--- config.mk ---
export PLATFORM = sky130hd
export DESIGN_NAME = escape_sequence_decoder_unit
export DESIGN_NICKNAME = d
export VERILOG_FILES = /design/src/design/esd_pkg.sv /design/src/design/esd_front.sv /design/src/design/esd_queue.sv /design/src/design/esd_back.sv /design/src/design/escape_sequence_decoder_unit.sv
export VERILOG_INCLUDE_DIRS = /design/src /design/src/design
export SDC_FILE = /design/constraint.sdc
export NUM_CORES = 1
export LEC_CHECK = 0
export BUFFER_PORTS_ARGS = -buffer_cell sky130_fd_sc_hd__buf_4
export CORE_MARGIN = 4
export CORE_UTILIZATION = 40
export DETAILED_ROUTE_END_ITERATION = 10
export PLACE_DENSITY = 0.66
export SLEW_MARGIN = 20
export SYNTH_ARGS = -nofsm -noshare
export SYNTH_HDL_FRONTEND = slang
export SYNTH_HIERARCHICAL = 1
export SYNTH_SLANG_ARGS = --single-unit
--- constraint.sdc ---
create_clock -name i_clk -period 9.4 [get_ports i_clk]
set_input_delay 0.47 -clock i_clk [delete_from_list [all_inputs] [get_ports i_clk]]
set_output_delay 0.47 -clock i_clk [all_outputs]
set_load 0.02 [all_outputs]
--- src/design/escape_sequence_decoder_unit_defines.svh ---
// ============================================================================
// Assertion macros for the escape sequence decoder
// Shared concurrent assertion forms, clocked on i_clk and disabled in reset.
// ============================================================================
`ifndef ESCAPE_SEQUENCE_DECODER_UNIT_DEFINES_SVH
`define ESCAPE_SEQUENCE_DECODER_UNIT_DEFINES_SVH

// Same-cycle implication: whenever ante holds, cons holds too.
`define ESD_ASSERT_NOW(lbl, ante, cons, msg) \
    lbl: assert property (@(posedge i_clk) disable iff (!i_rst_n) \
        (ante) |-> (cons)) else $error(msg);

// Next-cycle implication: whenever ante holds, cons holds in the next cycle.
`define ESD_ASSERT_NEXT(lbl, ante, cons, msg) \
    lbl: assert property (@(posedge i_clk) disable iff (!i_rst_n) \
        (ante) |=> (cons)) else $error(msg);

`endif

--- src/design/esd_pkg.sv ---
// ============================================================================
// Escape sequence decoder package
// Character constants, status codes, queue sizing and the decoded word type.
// ============================================================================
package esd_pkg;

    // Characters recognized by the decoder.
    localparam logic [7:0] CH_BSLASH = 8'h5C;
    localparam logic [7:0] CH_DQUOTE = 8'h22;
    localparam logic [7:0] CH_R      = 8'h72;
    localparam logic [7:0] CH_N      = 8'h6E;
    localparam logic [7:0] CH_T      = 8'h74;
    localparam logic [7:0] CH_ZERO   = 8'h30;
    localparam logic [7:0] CH_X      = 8'h78;
    localparam logic [7:0] CH_CR     = 8'h0D;
    localparam logic [7:0] CH_LF     = 8'h0A;
    localparam logic [7:0] CH_TAB    = 8'h09;
    localparam logic [7:0] CH_NUL    = 8'h00;

    // Result status codes.
    localparam logic [1:0] ST_OK      = 2'd0;
    localparam logic [1:0] ST_UNKNOWN = 2'd1;
    localparam logic [1:0] ST_NOHEX   = 2'd2;

    // Queue between the classifier and the output stage.
    localparam int QDEPTH = 4;
    localparam int QPTR_W = $clog2(QDEPTH);
    localparam int QCNT_W = $clog2(QDEPTH + 1);

    // One classified item: one or two result words.
    typedef struct packed {
        logic       two;
        logic [7:0] byte0;
        logic [1:0] status0;
        logic       end0;
        logic [7:0] byte1;
        logic       end1;
    } t_op;

    // Hex digit decode: bit 4 flags a valid digit, bits 3:0 hold its value.
    function automatic logic [4:0] hex_decode(input logic [7:0] b);
        logic [4:0] r;
        r = 5'd0;
        if (b >= 8'h30 && b <= 8'h39) begin
            r = {1'b1, 4'(b - 8'h30)};
        end else if (b >= 8'h61 && b <= 8'h66) begin
            r = {1'b1, 4'(b - 8'h57)};
        end else if (b >= 8'h41 && b <= 8'h46) begin
            r = {1'b1, 4'(b - 8'h37)};
        end
        return r;
    endfunction

endpackage

--- src/design/esd_front.sv ---
// ============================================================================
// Escape sequence decoder front end
// Tracks the escape state and turns accepted bytes into queued words as they complete.
// ============================================================================
`include "escape_sequence_decoder_unit_defines.svh"

module esd_front (
    input  logic           i_clk,
    input  logic           i_rst_n,
    input  logic           i_accept,
    input  logic [7:0]     i_in_byte,
    input  logic           i_is_last,
    output logic           o_push,
    output esd_pkg::t_op   o_op
);

    localparam logic [2:0] MODE_NORMAL = 3'd0;
    localparam logic [2:0] MODE_ESC    = 3'd1;
    localparam logic [2:0] MODE_HEX0   = 3'd2;
    localparam logic [2:0] MODE_HEX1   = 3'd3;
    localparam logic [2:0] MODE_DRAIN  = 3'd4;

    logic [2:0]   r_mode, n_mode;
    logic [3:0]   r_pend, n_pend;
    logic [4:0]   hex;
    logic         op_valid;
    esd_pkg::t_op op;

    assign hex = esd_pkg::hex_decode(i_in_byte);

    // Classify the byte against the current mode.
    always_comb begin
        n_mode   = r_mode;
        n_pend   = r_pend;
        op_valid = 1'b0;
        op       = '0;
        op.status0 = esd_pkg::ST_OK;
        op.end0  = i_is_last;
        unique case (r_mode)
            MODE_ESC: begin
                op_valid = 1'b1;
                n_mode   = MODE_NORMAL;
                unique case (i_in_byte)
                    esd_pkg::CH_R:      op.byte0 = esd_pkg::CH_CR;
                    esd_pkg::CH_N:      op.byte0 = esd_pkg::CH_LF;
                    esd_pkg::CH_T:      op.byte0 = esd_pkg::CH_TAB;
                    esd_pkg::CH_ZERO:   op.byte0 = esd_pkg::CH_NUL;
                    esd_pkg::CH_BSLASH: op.byte0 = esd_pkg::CH_BSLASH;
                    esd_pkg::CH_DQUOTE: op.byte0 = esd_pkg::CH_DQUOTE;
                    esd_pkg::CH_X: begin
                        if (i_is_last) begin
                            op.status0 = esd_pkg::ST_NOHEX;
                            op.end0    = 1'b1;
                        end else begin
                            op_valid = 1'b0;
                            n_mode   = MODE_HEX0;
                        end
                    end
                    default: begin
                        op.status0 = esd_pkg::ST_UNKNOWN;
                        op.end0    = 1'b1;
                        n_mode     = i_is_last ? MODE_NORMAL : MODE_DRAIN;
                    end
                endcase
            end
            MODE_HEX0: begin
                if (!hex[4]) begin
                    op_valid   = 1'b1;
                    op.status0 = esd_pkg::ST_NOHEX;
                    op.end0    = 1'b1;
                    n_mode     = i_is_last ? MODE_NORMAL : MODE_DRAIN;
                end else if (i_is_last) begin
                    op_valid = 1'b1;
                    op.byte0 = {4'd0, hex[3:0]};
                    n_mode   = MODE_NORMAL;
                end else begin
                    n_pend = hex[3:0];
                    n_mode = MODE_HEX1;
                end
            end
            MODE_HEX1: begin
                op_valid = 1'b1;
                if (hex[4]) begin
                    op.byte0 = {r_pend, hex[3:0]};
                    n_mode   = MODE_NORMAL;
                end else begin
                    // A single digit ended by another byte: emit it, then
                    // treat the byte as plain text unless it opens an escape.
                    op.byte0 = {4'd0, r_pend};
                    op.end0  = 1'b0;
                    if (i_in_byte == esd_pkg::CH_BSLASH && !i_is_last) begin
                        n_mode = MODE_ESC;
                    end else begin
                        op.two   = 1'b1;
                        op.byte1 = i_in_byte;
                        op.end1  = i_is_last;
                        n_mode   = MODE_NORMAL;
                    end
                end
            end
            MODE_DRAIN: begin
                if (i_is_last) begin
                    n_mode = MODE_NORMAL;
                end
            end
            default: begin
                if (i_in_byte == esd_pkg::CH_BSLASH && !i_is_last) begin
                    n_mode = MODE_ESC;
                end else begin
                    op_valid = 1'b1;
                    op.byte0 = i_in_byte;
                    n_mode   = MODE_NORMAL;
                end
            end
        endcase
    end

    // Mode and pending digit advance only on an accepted byte.
    always_ff @(posedge i_clk) begin
        if (!i_rst_n) begin
            r_mode <= MODE_NORMAL;
            r_pend <= 4'd0;
        end else if (i_accept) begin
            r_mode <= n_mode;
            r_pend <= n_pend;
        end
    end

    assign o_push = i_accept && op_valid;
    assign o_op   = op;

    `ESD_ASSERT_NOW(a_drain_silent, r_mode == MODE_DRAIN, !o_push, "word pushed while draining")
    `ESD_ASSERT_NOW(a_error_ends, o_push && o_op.status0 != esd_pkg::ST_OK, o_op.end0 && !o_op.two && o_op.byte0 == 8'd0, "error word not final")

endmodule

--- src/design/esd_queue.sv ---
// ============================================================================
// Escape sequence decoder word queue
// Small register queue that decouples the classifier from the output stage.
// ============================================================================
`include "escape_sequence_decoder_unit_defines.svh"

module esd_queue (
    input  logic           i_clk,
    input  logic           i_rst_n,
    input  logic           i_push,
    input  esd_pkg::t_op   i_op,
    input  logic           i_pop,
    output logic           o_full,
    output logic           o_empty,
    output esd_pkg::t_op   o_head
);

    localparam logic [esd_pkg::QPTR_W-1:0] PTR_LAST = esd_pkg::QPTR_W'(esd_pkg::QDEPTH - 1);
    localparam logic [esd_pkg::QCNT_W-1:0] CNT_FULL = esd_pkg::QCNT_W'(esd_pkg::QDEPTH);

    esd_pkg::t_op                r_mem [esd_pkg::QDEPTH];
    logic [esd_pkg::QPTR_W-1:0]  r_wr, r_rd;
    logic [esd_pkg::QCNT_W-1:0]  r_count;

    // Storage writes; entries need no reset.
    always_ff @(posedge i_clk) begin
        if (i_push) begin
            r_mem[r_wr] <= i_op;
        end
    end

    // Pointers and fill count.
    always_ff @(posedge i_clk) begin
        if (!i_rst_n) begin
            r_wr    <= '0;
            r_rd    <= '0;
            r_count <= '0;
        end else begin
            if (i_push) begin
                r_wr <= (r_wr == PTR_LAST) ? '0 : r_wr + 1'b1;
            end
            if (i_pop) begin
                r_rd <= (r_rd == PTR_LAST) ? '0 : r_rd + 1'b1;
            end
            if (i_push && !i_pop) begin
                r_count <= r_count + 1'b1;
            end else if (i_pop && !i_push) begin
                r_count <= r_count - 1'b1;
            end
        end
    end

    assign o_full  = (r_count == CNT_FULL);
    assign o_empty = (r_count == '0);
    assign o_head  = r_mem[r_rd];

    `ESD_ASSERT_NOW(a_no_overflow, i_push, !o_full, "push into full queue")
    `ESD_ASSERT_NOW(a_no_underflow, i_pop, !o_empty, "pop from empty queue")

endmodule

--- src/design/esd_back.sv ---
// ============================================================================
// Escape sequence decoder output stage
// Expands queued words into one or two results behind an output register.
// ============================================================================
`include "escape_sequence_decoder_unit_defines.svh"

module esd_back (
    input  logic           i_clk,
    input  logic           i_rst_n,
    input  logic           i_empty,
    input  esd_pkg::t_op   i_head,
    output logic           o_pop,
    input  logic           i_out_stall,
    output logic           o_out_valid,
    output logic [7:0]     o_out_byte,
    output logic [1:0]     o_status,
    output logic           o_run_last,
    output logic           o_string_end
);

    logic       r_valid;
    logic       r_second;
    logic [7:0] r_byte;
    logic [1:0] r_status;
    logic       r_run_last;
    logic       r_end;
    logic       load;

    // The output register may take a new result when empty or being taken.
    assign load  = (!r_valid || !i_out_stall) && !i_empty;
    assign o_pop = load && (r_second || !i_head.two);

    // Control: valid flag and the second-half marker of a two-result word.
    always_ff @(posedge i_clk) begin
        if (!i_rst_n) begin
            r_valid  <= 1'b0;
            r_second <= 1'b0;
        end else begin
            if (load) begin
                r_valid  <= 1'b1;
                r_second <= !r_second && i_head.two;
            end else if (!i_out_stall) begin
                r_valid <= 1'b0;
            end
        end
    end

    // Result payload.
    always_ff @(posedge i_clk) begin
        if (load) begin
            if (r_second) begin
                r_byte     <= i_head.byte1;
                r_status   <= esd_pkg::ST_OK;
                r_run_last <= 1'b1;
                r_end      <= i_head.end1;
            end else begin
                r_byte     <= i_head.byte0;
                r_status   <= i_head.status0;
                r_run_last <= !i_head.two;
                r_end      <= i_head.end0;
            end
        end
    end

    assign o_out_valid  = r_valid;
    assign o_out_byte   = r_byte;
    assign o_status     = r_status;
    assign o_run_last   = r_run_last;
    assign o_string_end = r_end;

    `ESD_ASSERT_NOW(a_second_after_first, r_second, r_valid && !r_run_last && !r_end, "second half without first")
    `ESD_ASSERT_NEXT(a_stall_holds, r_valid && i_out_stall, r_valid && $stable(r_byte), "stalled result changed")

endmodule

--- src/design/escape_sequence_decoder_unit.sv ---
// ============================================================================
// Escape sequence decoder unit
// Byte-serial decoder for backslash escapes in a text stream.
// ============================================================================
//
//  Channel   Direction  Handshake                 Payload
//  input     in         i_in_valid / o_in_stall   i_in_byte, i_is_last
//  output    out        o_out_valid / i_out_stall o_out_byte, o_status,
//                                                 o_run_last, o_string_end
//
// One byte is accepted per cycle while the queue is not full; the classifier's
// next mode is computed combinationally from its mode register. A byte's first
// result reaches the output through the queue and then the output register. A
// byte that yields two results holds the output register for both in turn, so
// the four-word queue absorbs the difference.
// Reset clears the decoding mode, the queue pointers and the output valid.
// o_in_stall rises only while the queue is full; i_out_stall backs up the queue.

module escape_sequence_decoder_unit (
    input  logic       i_clk,
    input  logic       i_rst_n,
    input  logic       i_in_valid,
    output logic       o_in_stall,
    input  logic [7:0] i_in_byte,
    input  logic       i_is_last,
    output logic       o_out_valid,
    input  logic       i_out_stall,
    output logic [7:0] o_out_byte,
    output logic [1:0] o_status,
    output logic       o_run_last,
    output logic       o_string_end
);

    logic         accept;
    logic         push;
    logic         pop;
    logic         full;
    logic         empty;
    esd_pkg::t_op op;
    esd_pkg::t_op head;

    assign o_in_stall = full;
    assign accept     = i_in_valid && !full;

    esd_front u_front (
        .i_clk     (i_clk),
        .i_rst_n   (i_rst_n),
        .i_accept  (accept),
        .i_in_byte (i_in_byte),
        .i_is_last (i_is_last),
        .o_push    (push),
        .o_op      (op)
    );

    esd_queue u_queue (
        .i_clk   (i_clk),
        .i_rst_n (i_rst_n),
        .i_push  (push),
        .i_op    (op),
        .i_pop   (pop),
        .o_full  (full),
        .o_empty (empty),
        .o_head  (head)
    );

    esd_back u_back (
        .i_clk        (i_clk),
        .i_rst_n      (i_rst_n),
        .i_empty      (empty),
        .i_head       (head),
        .o_pop        (pop),
        .i_out_stall  (i_out_stall),
        .o_out_valid  (o_out_valid),
        .o_out_byte   (o_out_byte),
        .o_status     (o_status),
        .o_run_last   (o_run_last),
        .o_string_end (o_string_end)
    );

endmodule
### Word level (Yosys, flattened, before mapping)

Memory sizes are Yosys's and may differ from the RTL's. A register that Yosys moved wholly into a read port is not among the register bits.
Cells that the tools add are included.

| word-level totals | value |
|---|---|
| output and inout port bits | 14 |
| input port bits | 13 |
| logic and storage cells | 114 |
| memories kept | 1 |
| memory bits (writable) | 84 |
| register bits after elaboration | 28 |

| operators by class | value |
|---|---|
| equality and inequality tests | 16 |
| bitwise gates (word level) | 1 |
| order comparisons | 6 |
| add/subtract/negate cells | 7 |
| muxes and demuxes | 45 |
| reduce and logical (&&, ||, !) cells | 27 |

Memories:

| memory | words | bits a word | rd ports | clocked after memory_dff | write ports | line | source |
|---|---|---|---|---|---|---|---|
| u_queue.r_mem | 4 | 21 | 1 | 1 | 1 | esd_queue.sv:21 | `esd_pkg::t_op r_mem [esd_pkg::QDEPTH];` |

Operator list:

| operator | count |
|---|---|
| 8-bit by 7-bit equality test with 1-bit output, second input constant | 5 |
| 7-bit one-hot mux with 5 select lines | 1 |
| 8-bit 2-to-1 mux | 4 |
| 8-bit one-hot mux with 4 select lines | 1 |
| 3-bit 2-to-1 mux | 8 |
| 9-bit 2-to-1 mux | 2 |
| 8-bit by 6-bit equality test with 1-bit output, second input constant | 2 |
| 8-bit by 7-bit greater-or-equal comparator with 1-bit output, second input constant | 2 |
| 8-bit by 7-bit less-or-equal comparator with 1-bit output, second input constant | 2 |
| 5-bit 2-to-1 mux | 3 |
| 1-bit 2-to-1 mux | 12 |
| 2-bit 2-to-1 mux | 6 |
| 3-bit one-hot mux with 2 select lines | 2 |
| 3-bit one-hot mux with 4 select lines | 1 |
| 1-bit logical AND | 11 |
| 10-bit 2-to-1 mux | 1 |
| 1-bit zero test | 9 |
| 8-bit by 6-bit greater-or-equal comparator with 1-bit output, second input constant | 1 |
| 8-bit by 6-bit less-or-equal comparator with 1-bit output, second input constant | 1 |
| 4-bit by 3-bit subtractor with 4-bit output, second input constant | 2 |
| 3-bit by 2-bit equality test with 1-bit output, second input constant | 2 |
| 3-bit equality test, second input constant | 2 |
| 6-bit OR reduction | 1 |
| 2-bit by 1-bit adder with 2-bit output, second input constant | 2 |
| other kinds (17) | 19 |

### Depth between registers and ports, before layout

Gate-level depths: netlist of run 1.

| logic depth | value |
|---|---|
| depth in word-level cells | 12 |
| depth in mapped cells | 14 |
| mapped depth without buffers | 13 |

### Modules after synthesis

Netlist of run 1, hierarchy kept.

By module, submodules not included:

| module | area each (um^2) | cells each | times used | seq. area each (um^2) |
|---|---|---|---|---|
| esd_queue | 3489.6 | 153 | 1 | 2702.6 |
| esd_front | 1159.9 | 157 | 1 | 140.1 |
| esd_back | 598.1 | 34 | 1 | 400.4 |
| escape_sequence_decoder_unit | 13.8 | 1 | 1 | 0.0 |

### Least setup slack after synthesis of run 1

OpenSTA, ideal clock, no wires.

| timing | value |
|---|---|
| path kind | input port to flip-flop |
| start point | input i_in_byte[0] |
| end point | register u_queue/r_count[2] (netlist name) |
| library setup time | 0.076 ns |
| data required time | 9.324 ns |
| buffers on the path | 1 |
| cell stages on the path | 14 |
| path slack | 6.046 ns |
| arrival | 3.278 ns |
| cell sequence | inv_1 ha_1 inv_1 o311a_4 or2_1 buf_6 a31o_1 a211oi_2 ha_1 inv_1 fa_1 xor2_1 or3_1 a21boi_0 |

| on the way | value |
|---|---|
| cells in the longest elaborated chain, start to end | 11 |
| elaborated cells between the ends (all ways) | 25 |
| those cells by class | order compare (6); eq/ne (2); mux (8); reduce/logical (9) |

Ends and longest elaborated chain:

| item | line | source |
|---|---|---|
| start, declared | escape_sequence_decoder_unit.sv:24 | `input logic [7:0] i_in_byte,` |
| 8-bit by 7-bit greater-or-equal comparator with 1-bit output or 8-bit by 7-bit less-or-equal comparator with 1-bit output (tied branches) | esd_pkg.sv:48 | `end else if (b >= 8'h41 && b <= 8'h46) begin` |
| 1-bit logical AND | esd_pkg.sv:48 |  |
| 5-bit 2-to-1 mux | esd_pkg.sv:48 |  |
| 5-bit 2-to-1 mux | esd_pkg.sv:46 | `end else if (b >= 8'h61 && b <= 8'h66) begin` |
| 5-bit 2-to-1 mux | esd_pkg.sv:44 | `if (b >= 8'h30 && b <= 8'h39) begin` |
| 1-bit 2-to-1 mux | esd_front.sv:67 | `if (!hex[4]) begin` |
| 1-bit one-hot mux with 4 select lines (*) | esd_front.sv:39 | `unique case (r_mode)` |
| 1-bit logical AND (*) | esd_front.sv:129 | `assign o_push = i_accept && op_valid;` |
| named net push | escape_sequence_decoder_unit.sv:35 | `logic push;` |
| 1-bit zero test | esd_queue.sv:47 | `end else if (i_pop && !i_push) begin` |
| 1-bit logical AND | esd_queue.sv:47 |  |
| 2-bit nonzero test (no source line) | - |  |
| end signal, assigned | esd_queue.sv:46 | `r_count <= r_count + 1'b1;` |
| end signal, assigned | esd_queue.sv:48 | `r_count <= r_count - 1'b1;` |
| end, declared | esd_queue.sv:23 | `logic [esd_pkg::QCNT_W-1:0] r_count;` |

The timed path passes the listed nets; every way through them passes the cells marked *.
A chain may end at the register's enable or synchronous reset.

### Final worst setup path of run 1

Same ends and word-level chain as after synthesis.

==> run summary, run 1 <==
Adder-Cell Fraction of Synth Area: 3.00%
placed cells: 528
mux cell area share after synthesis: 13.7%
DRT iter0 DRCs: 219
cell-internal power: 1.24 mW
TritonCTS clock tree: built
sequential share of power: 41.3%
M1 GR Usage: 20.0%
CP bufs+invs: 4
Ports: 27
Num CTS Buffers: 17
Finished Layout Cells: 559
crit-path max cell delay: 440 ps
CP max-delay cell: a211oi_2
Post-CTS Resized: 0
Comb power frac: 24.2%
Max Cap Violations: 0
Mean Syn Cell Area: 15.3 µm²
CP Cell Sequence: buf_4, inv_1, ha_1, inv_1, o311a_4, or2_1, a31o_1, a211oi_2, ha_1, inv_1, fa_1, xor2_1, or3_1, a21boi_0
final net count: 400
Tot GR Track Use: 15.1%
Ant. Diodes: 0
final setup fails: 0
vias in the first global route: 2996
final hold vios: 0
asr flop ratio synth: 0%
FF-to-FF setup slack: 6140 ps
Stages on worst setup path: 14
Routed WL: 10.3 mm
Clock Latency Late Sink: 400 ps
Synth Area in Compound Gates: 6.44%
CP required: 9730 ps
yosys synthesis warning count: 6
CP arrival: 3670 ps
Worst Hold End: u_back/o_out_valid
Rel. slew slack: 26.4%
status: finished, final reports clean
fmax: 300 MHz
gr busiest metal: met2
Starting Density: 41.2%
Setup TNS Final: 0 ps
Post-Syn Nets: 370
worst-path maximum fanout: 7
drt pass-1 iters: 5
layout cells sized above 1: 24.8%
sequential-to-total area share from yosys stat: 61.6%
area grow syn2layout: 16.3%
Max Buffers Root-to-Sink: 2
die width: 123 µm
setup ws final: 6060 ps
total core area: 0.0128 mm²
clock share of power: 34.5%
Least-Margin Pin Slew: 1100 ps
WS Path Type: in -> reg
Synth Register Bits: 114
Pleak: 2.13 nW
DR vias/cell: 5.41
final slew viol count: 0
drt drc: 0
Final period util: 35.5%
antenna-violating nets left: 0
Placer Congestion: 0.910
first-pass GRT wire length: 16.7 mm
hold_buf cts: 0
worst r2r src: u_front/r_mode[0]
hold slack: 348 ps
cell area after synthesis: 0.00526 mm²
Worst Reg2Reg Path Length in Cells: 11
RSZ-0062 raised after global routing: false
Peak VDD IR: 106 µV
clk sinks: 114
pre-CTS setup slack: 5660 ps
Post CTS Setup Buffer Count: 0
Clock Skew: 8.22 ps
Post-Synth XOR/XNOR Area: 0.333%
vias post-DR: 3026
Detailed Place HPWL: 6.73 mm
Reg-to-Reg End: u_queue/r_count[2]
minimum clock period: 3340 ps
HP Start: i_out_stall
grt met3 use: 4.38%
Port-buffer cells: 26
Post-synth EDFFs: 96
H-tree levels: 4
top_reg_cell synth: edfxtp_1
full die area: 0.0151 mm²
Routed WL per cell: 18.4 µm
M2 GR Usage: 23.2%
P_sw: 448 µW
Fill cells: 1102
CTS root buf: clkbuf_16
overall power: 1.69 mW
Mapped Cells: 345
CP top delay family: compound AO/OA/AOI/OAI gates
Top cell by count, worst path: inv_1
GR Overflow Total: 0
Placement Rows: 41
Hold Path Depth: 3
HP Class: in -> reg
footprint of the multi-input gates: 0.00186 mm²
sw frac: 26.5%
largest family of logic cells by synthesized area: multiplexers
CP startpoint kind: input port
register area: 0.00324 mm²
initial antenna violation count: 0
Clock transition at path regs: 50 ps
Synth Area in Simple Gates: 11.9%
die height: 123 µm
crit end category: register
P per Cell Area: 277 mW/mm²
count of cell types in the netlist: 60
largest net degree at the start of global routing: 22
[through the flow]
stage | cell area (µm²) | utilization (%)
4_1_cts | 6120 | 47.9
5_1_grt | 6120 | 47.9
3_5_place_dp | 5570 | 43.6
2_1_floorplan | 5260 | -
3_3_place_gp | 5570 | 43.6
6_report | 6120 | 47.9
[Yosys cell counts, types with 3 or more instances]
| master | number | share of area (%) |
|---|---|---|
| a21oi_1 | 9 | 0.86 |
| a221o_1 | 3 | 0.57 |
| a31oi_1 | 4 | 0.48 |
| and2_1 | 12 | 1.4 |
| and3_1 | 6 | 0.71 |
| buf_2 | 6 | 0.57 |
| buf_6 | 5 | 1.1 |
| clkbuf_1 | 3 | 0.21 |
| dfxtp_1 | 18 | 6.8 |
| edfxtp_1 | 96 | 55 |
| ha_1 | 11 | 2.6 |
| inv_1 | 10 | 0.71 |
| mux2_2 | 5 | 1.1 |
| mux2_4 | 6 | 1.7 |
| mux2i_1 | 10 | 1.9 |
| mux4_2 | 20 | 8.6 |
| nand2_1 | 19 | 1.4 |
| nand2b_1 | 7 | 0.83 |
| nand3_1 | 6 | 0.57 |
| nor2_1 | 9 | 0.64 |
| nor2b_1 | 11 | 1.3 |
| nor3_1 | 9 | 0.86 |
| o21ai_0 | 6 | 0.57 |
| or3_1 | 4 | 0.48 |
[power by group through the flow]
stage / Combinational, mW / Sequential, mW / Clock, mW
global placement: 0.409 / 0.707 / 0
detailed placement: 0.415 / 0.710 / 0
finish: 0.409 / 0.700 / 0.584
floorplan: 0.288 / 0.725 / 0
global route: 0.450 / 0.709 / 0.625
CTS: 0.417 / 0.702 / 0.594
[logic make-up (layout without fill, tap and decap cells)]
group           Yosys count  count (layout)
fa+ha+maj                12              12
mux                      42              42
flops                   114             114
compound gates           45              45
simple gates            103             103
xor+xnor                  2               2
buf+inv                  27              69
[state kept, by name, indices dropped and copies added (netlist names), named ones only]
| name | flops |
|---|---|
| u_queue/r_count | 3 |
| u_queue/r_mem | 84 |
| u_front/r_mode | 3 |
| u_back/o_out_byte | 8 |
| u_back/o_out_valid | 1 |
| u_front/r_pend | 4 |
| u_back/o_string_end | 1 |
| u_back/r_second | 1 |
| u_back/o_run_last | 1 |
| u_queue/r_rd | 2 |
| u_queue/r_wr | 2 |
| u_back/o_status | 2 |
[placed cells by master (no fill, tap or decap), types with 11 or more instances in the layout]
cell type,Yosys,layout
and2_1,12,12
buf_4,2,28
clkbuf_16,0,17
dfxtp_1,18,18
edfxtp_1,96,96
ha_1,11,11
mux4_2,20,20
nand2_1,19,19
nor2b_1,11,11
[routing by layer]
layer	up-vias	wire, µm
met5	-	0
met4	0	205
met3	19	552
met2	104	5020
met1	1500	4530
li1	1403	-
[layout make-up]
class / instances / area share (%)
Clock buffer: 18 / 7.01
Clock inverter: 13 / 1.96
Inverter: 10 / 0.613
Multi-Input combinational cell: 204 / 30.5
Sequential cell: 114 / 53.0
Tap cell: 172 / 3.52
Timing Repair Buffer: 28 / 3.43
[how the worst max path moves through the flow]
stage                      start            endpoint  slack [ps]
floorplan           i_in_byte[0]  u_queue/r_count[2]        6050
global placement    i_in_byte[0]  u_queue/r_count[2]        5740
detailed placement  i_in_byte[0]  u_queue/r_count[2]        5660
CTS                 i_in_byte[0]  u_queue/r_count[2]        6080
global route        i_in_byte[0]  u_queue/r_count[2]        5800
finish              i_in_byte[0]  u_queue/r_count[2]        6060
[worst reg2reg max path, delay by kind of cell (launching register included)]
family | cells | cell delay [ps]
flops | 1 | 470
buf+inv | 1 | 80
xor+xnor | 1 | 70
fa+ha+maj | 2 | 450
compound gates | 3 | 520
simple gates | 4 | 1600
(Power assumes the default switching activity.)
==> run 2, diff against run 1 <==
--- a/config.mk
+++ b/config.mk
@@ -10,7 +10,7 @@
 export CORE_MARGIN = 4
 export CORE_UTILIZATION = 40
 export DETAILED_ROUTE_END_ITERATION = 10
-export PLACE_DENSITY = 0.66
+export PLACE_DENSITY = 0.68
 export SLEW_MARGIN = 20
 export SYNTH_ARGS = -nofsm -noshare
 export SYNTH_HDL_FRONTEND = slang
==> constraint.sdc (replaced) <==
create_clock -name i_clk -period 3.05 [get_ports i_clk]
set_input_delay 0.1525 -clock i_clk [delete_from_list [all_inputs] [get_ports i_clk]]
set_output_delay 0.1525 -clock i_clk [all_outputs]
set_load 0.02 [all_outputs]
==> run 2 against run 1 <==
Effect of this change: design area grew 3.6%; utilization grew 1.7 points; highest routed layer unchanged; largest power group unchanged; worst setup slack lost 5700 ps; non-clock buffer count grew 15; sequential share of layout area shrank 1.8 points; critical path depth shrank 3; combinational power grew to 3.4 times the previous value; register-to-register slack lost 5800 ps; sequential power grew to 3.0 times the previous value; largest cell class unchanged.
==> run summary, run 2 (synthesized netlist as in run 1, its figures left out) <==
CTS root buf: clkbuf_16
area grow syn2layout: 20.5%
die height: 123 µm (unchanged)
H-tree levels: 4 (unchanged)
final slew viol count: 0 (unchanged)
Port-buffer cells: 26 (unchanged)
DR vias/cell: 5.30 (-2.2%)
CP startpoint kind: register
status: finished, final reports clean
Clock Latency Late Sink: 400 ps (about the same)
GR Overflow Total: 0 (unchanged)
P per Cell Area: 874 mW/mm² (+220%)
Setup TNS Final: 0 ps (unchanged)
CP required: 3380 ps (-6350 ps)
Num CTS Buffers: 17 (unchanged)
most common cell after layout, fill and taps aside: edfxtp_1
Max Cap Violations: 0 (unchanged)
full die area: 0.0151 mm² (unchanged)
overall power: 5.54 mW (+230%)
CP arrival: 3010 ps (-660 ps)
Rel. slew slack: 59.3% (+33 points)
TritonCTS clock tree: built
Post-CTS Resized: 0 (unchanged)
Routed WL per cell: 17.5 µm (-5.3%)
drt pass-1 iters: 5 (unchanged)
number of flip-flops in the largest register: 84 (unchanged)
Clock transition at path regs: 50 ps (about the same)
Placer Congestion: 0.945 (+3.9%)
drt drc: 0 (unchanged)
final setup fails: 0 (unchanged)
largest net degree at the start of global routing: 22 (unchanged)
most frequent cells in the layout: 96 x edfxtp_1, 41 x buf_4, 20 x mux4_2, 19 x nand2_1, 18 x dfxtp_1
HP Class: in -> reg
vias post-DR: 3045 (+0.63%)
Tot GR Track Use: 14.5% (-0.65 points)
Hold Path Depth: 3 (unchanged)
die width: 123 µm (unchanged)
Post CTS Setup Buffer Count: 0 (unchanged)
first-pass GRT wire length: 16.1 mm (-3.4%)
DRT iter0 DRCs: 176 (-20%)
minimum clock period: 2690 ps
Starting Density: 41.2% (unchanged)
Worst Reg2Reg Path Length in Cells: 11 (unchanged)
final net count: 415 (+3.8%)
Final period util: 88.1%
initial antenna violation count: 0 (unchanged)
Top reg by flops: u_queue/r_mem
Max Buffers Root-to-Sink: 2 (unchanged)
RSZ-0062 raised after global routing: false
Ports: 27 (unchanged)
Peak VDD IR: 338 µV (+220%)
total core area: 0.0128 mm² (unchanged)
WS Path Type: reg -> reg
hold_buf cts: 0 (unchanged)
crit end category: register
Least-Margin Pin Slew: 606 ps (-497 ps)
final hold vios: 0 (unchanged)
Ant. Diodes: 0 (unchanged)
Placement Rows: 41 (unchanged)
worst-path maximum fanout: 10 (+3)
clk sinks: 114 (unchanged)
vias in the first global route: 3068 (+2.4%)
Pleak: 2.25 nW (+5.5%)
layout cells sized above 1: 29.3% (+4.5 points)
antenna-violating nets left: 0 (unchanged)
hold slack: 41.3 ps (-307 ps)
Clock Skew: 6.78 ps (-1.44 ps)
fmax: 372 MHz
Routed WL: 10.0 mm (-2.6%)
Detailed Place HPWL: 6.78 mm (+0.62%)
## run 2: where the power goes
group / leakage (nW) / internal [mW] / total [mW] / switching, mW
Combinational: 0.905 / 0.687 / 1.38 / 0.692
Clock: 0.293 / 1.37 / 2.07 / 0.698
Sequential: 1.05 / 2.00 / 2.09 / 0.0844
## run 2: stage by stage
step / std cells / utilization (%) / area, µm² / setup slack [ps]
2_1_floorplan: 345 / - / 5260 / 13.7
3_3_place_gp: 543 / 44.7 / 5710 / 124
3_5_place_dp: 543 / 44.7 / 5710 / 49.5
4_1_cts: 575 / 49.6 / 6340 / 373
5_1_grt: 575 / 49.6 / 6340 / 164
6_report: 575 / 49.6 / 6340 / 362
## run 2: area by class of cell
| cell class | count | area, µm² |
|---|---|---|
| Clock buffer | 17 | 425 |
| Clock inverter | 15 | 206 |
| Fill cell | 1064 | 6430 |
| Inverter | 10 | 37.5 |
| Multi-Input combinational cell | 204 | 1860 |
| Sequential cell | 114 | 3240 |
| Tap cell | 172 | 215 |
| Timing Repair Buffer | 43 | 348 |
## run 2: path summary, 6_finish.rpt
check	endpoint	slack, ps	startpoint
max	u_queue/r_count[2]	360	u_front/r_mode[0]
min	u_back/o_out_valid	40	i_out_stall
max reg2reg	u_queue/r_count[2]	360	u_front/r_mode[0]
min reg2reg	u_back/o_out_valid	500	u_back/o_out_valid
## run 2: worst max-delay path, stage by stage (launching register included)
cell	delay, ps
dfxtp_1	390
or3_1	430
and2_1	210
o22a_1	220
nor3_1	250
a211oi_2	90
ha_1	240
inv_1	70
fa_1	170
xor2_1	70
or3_1	300
a21boi_0	170
## run 2: per-layer routing
metal,track usage [%],share of wire [%],vias up
li1,-,-,1429
met3,3.96,4.9,14
met2,23.8,49,78
met1,17.7,44,1524
met5,0,0,-
met4,6.79,2.1,0
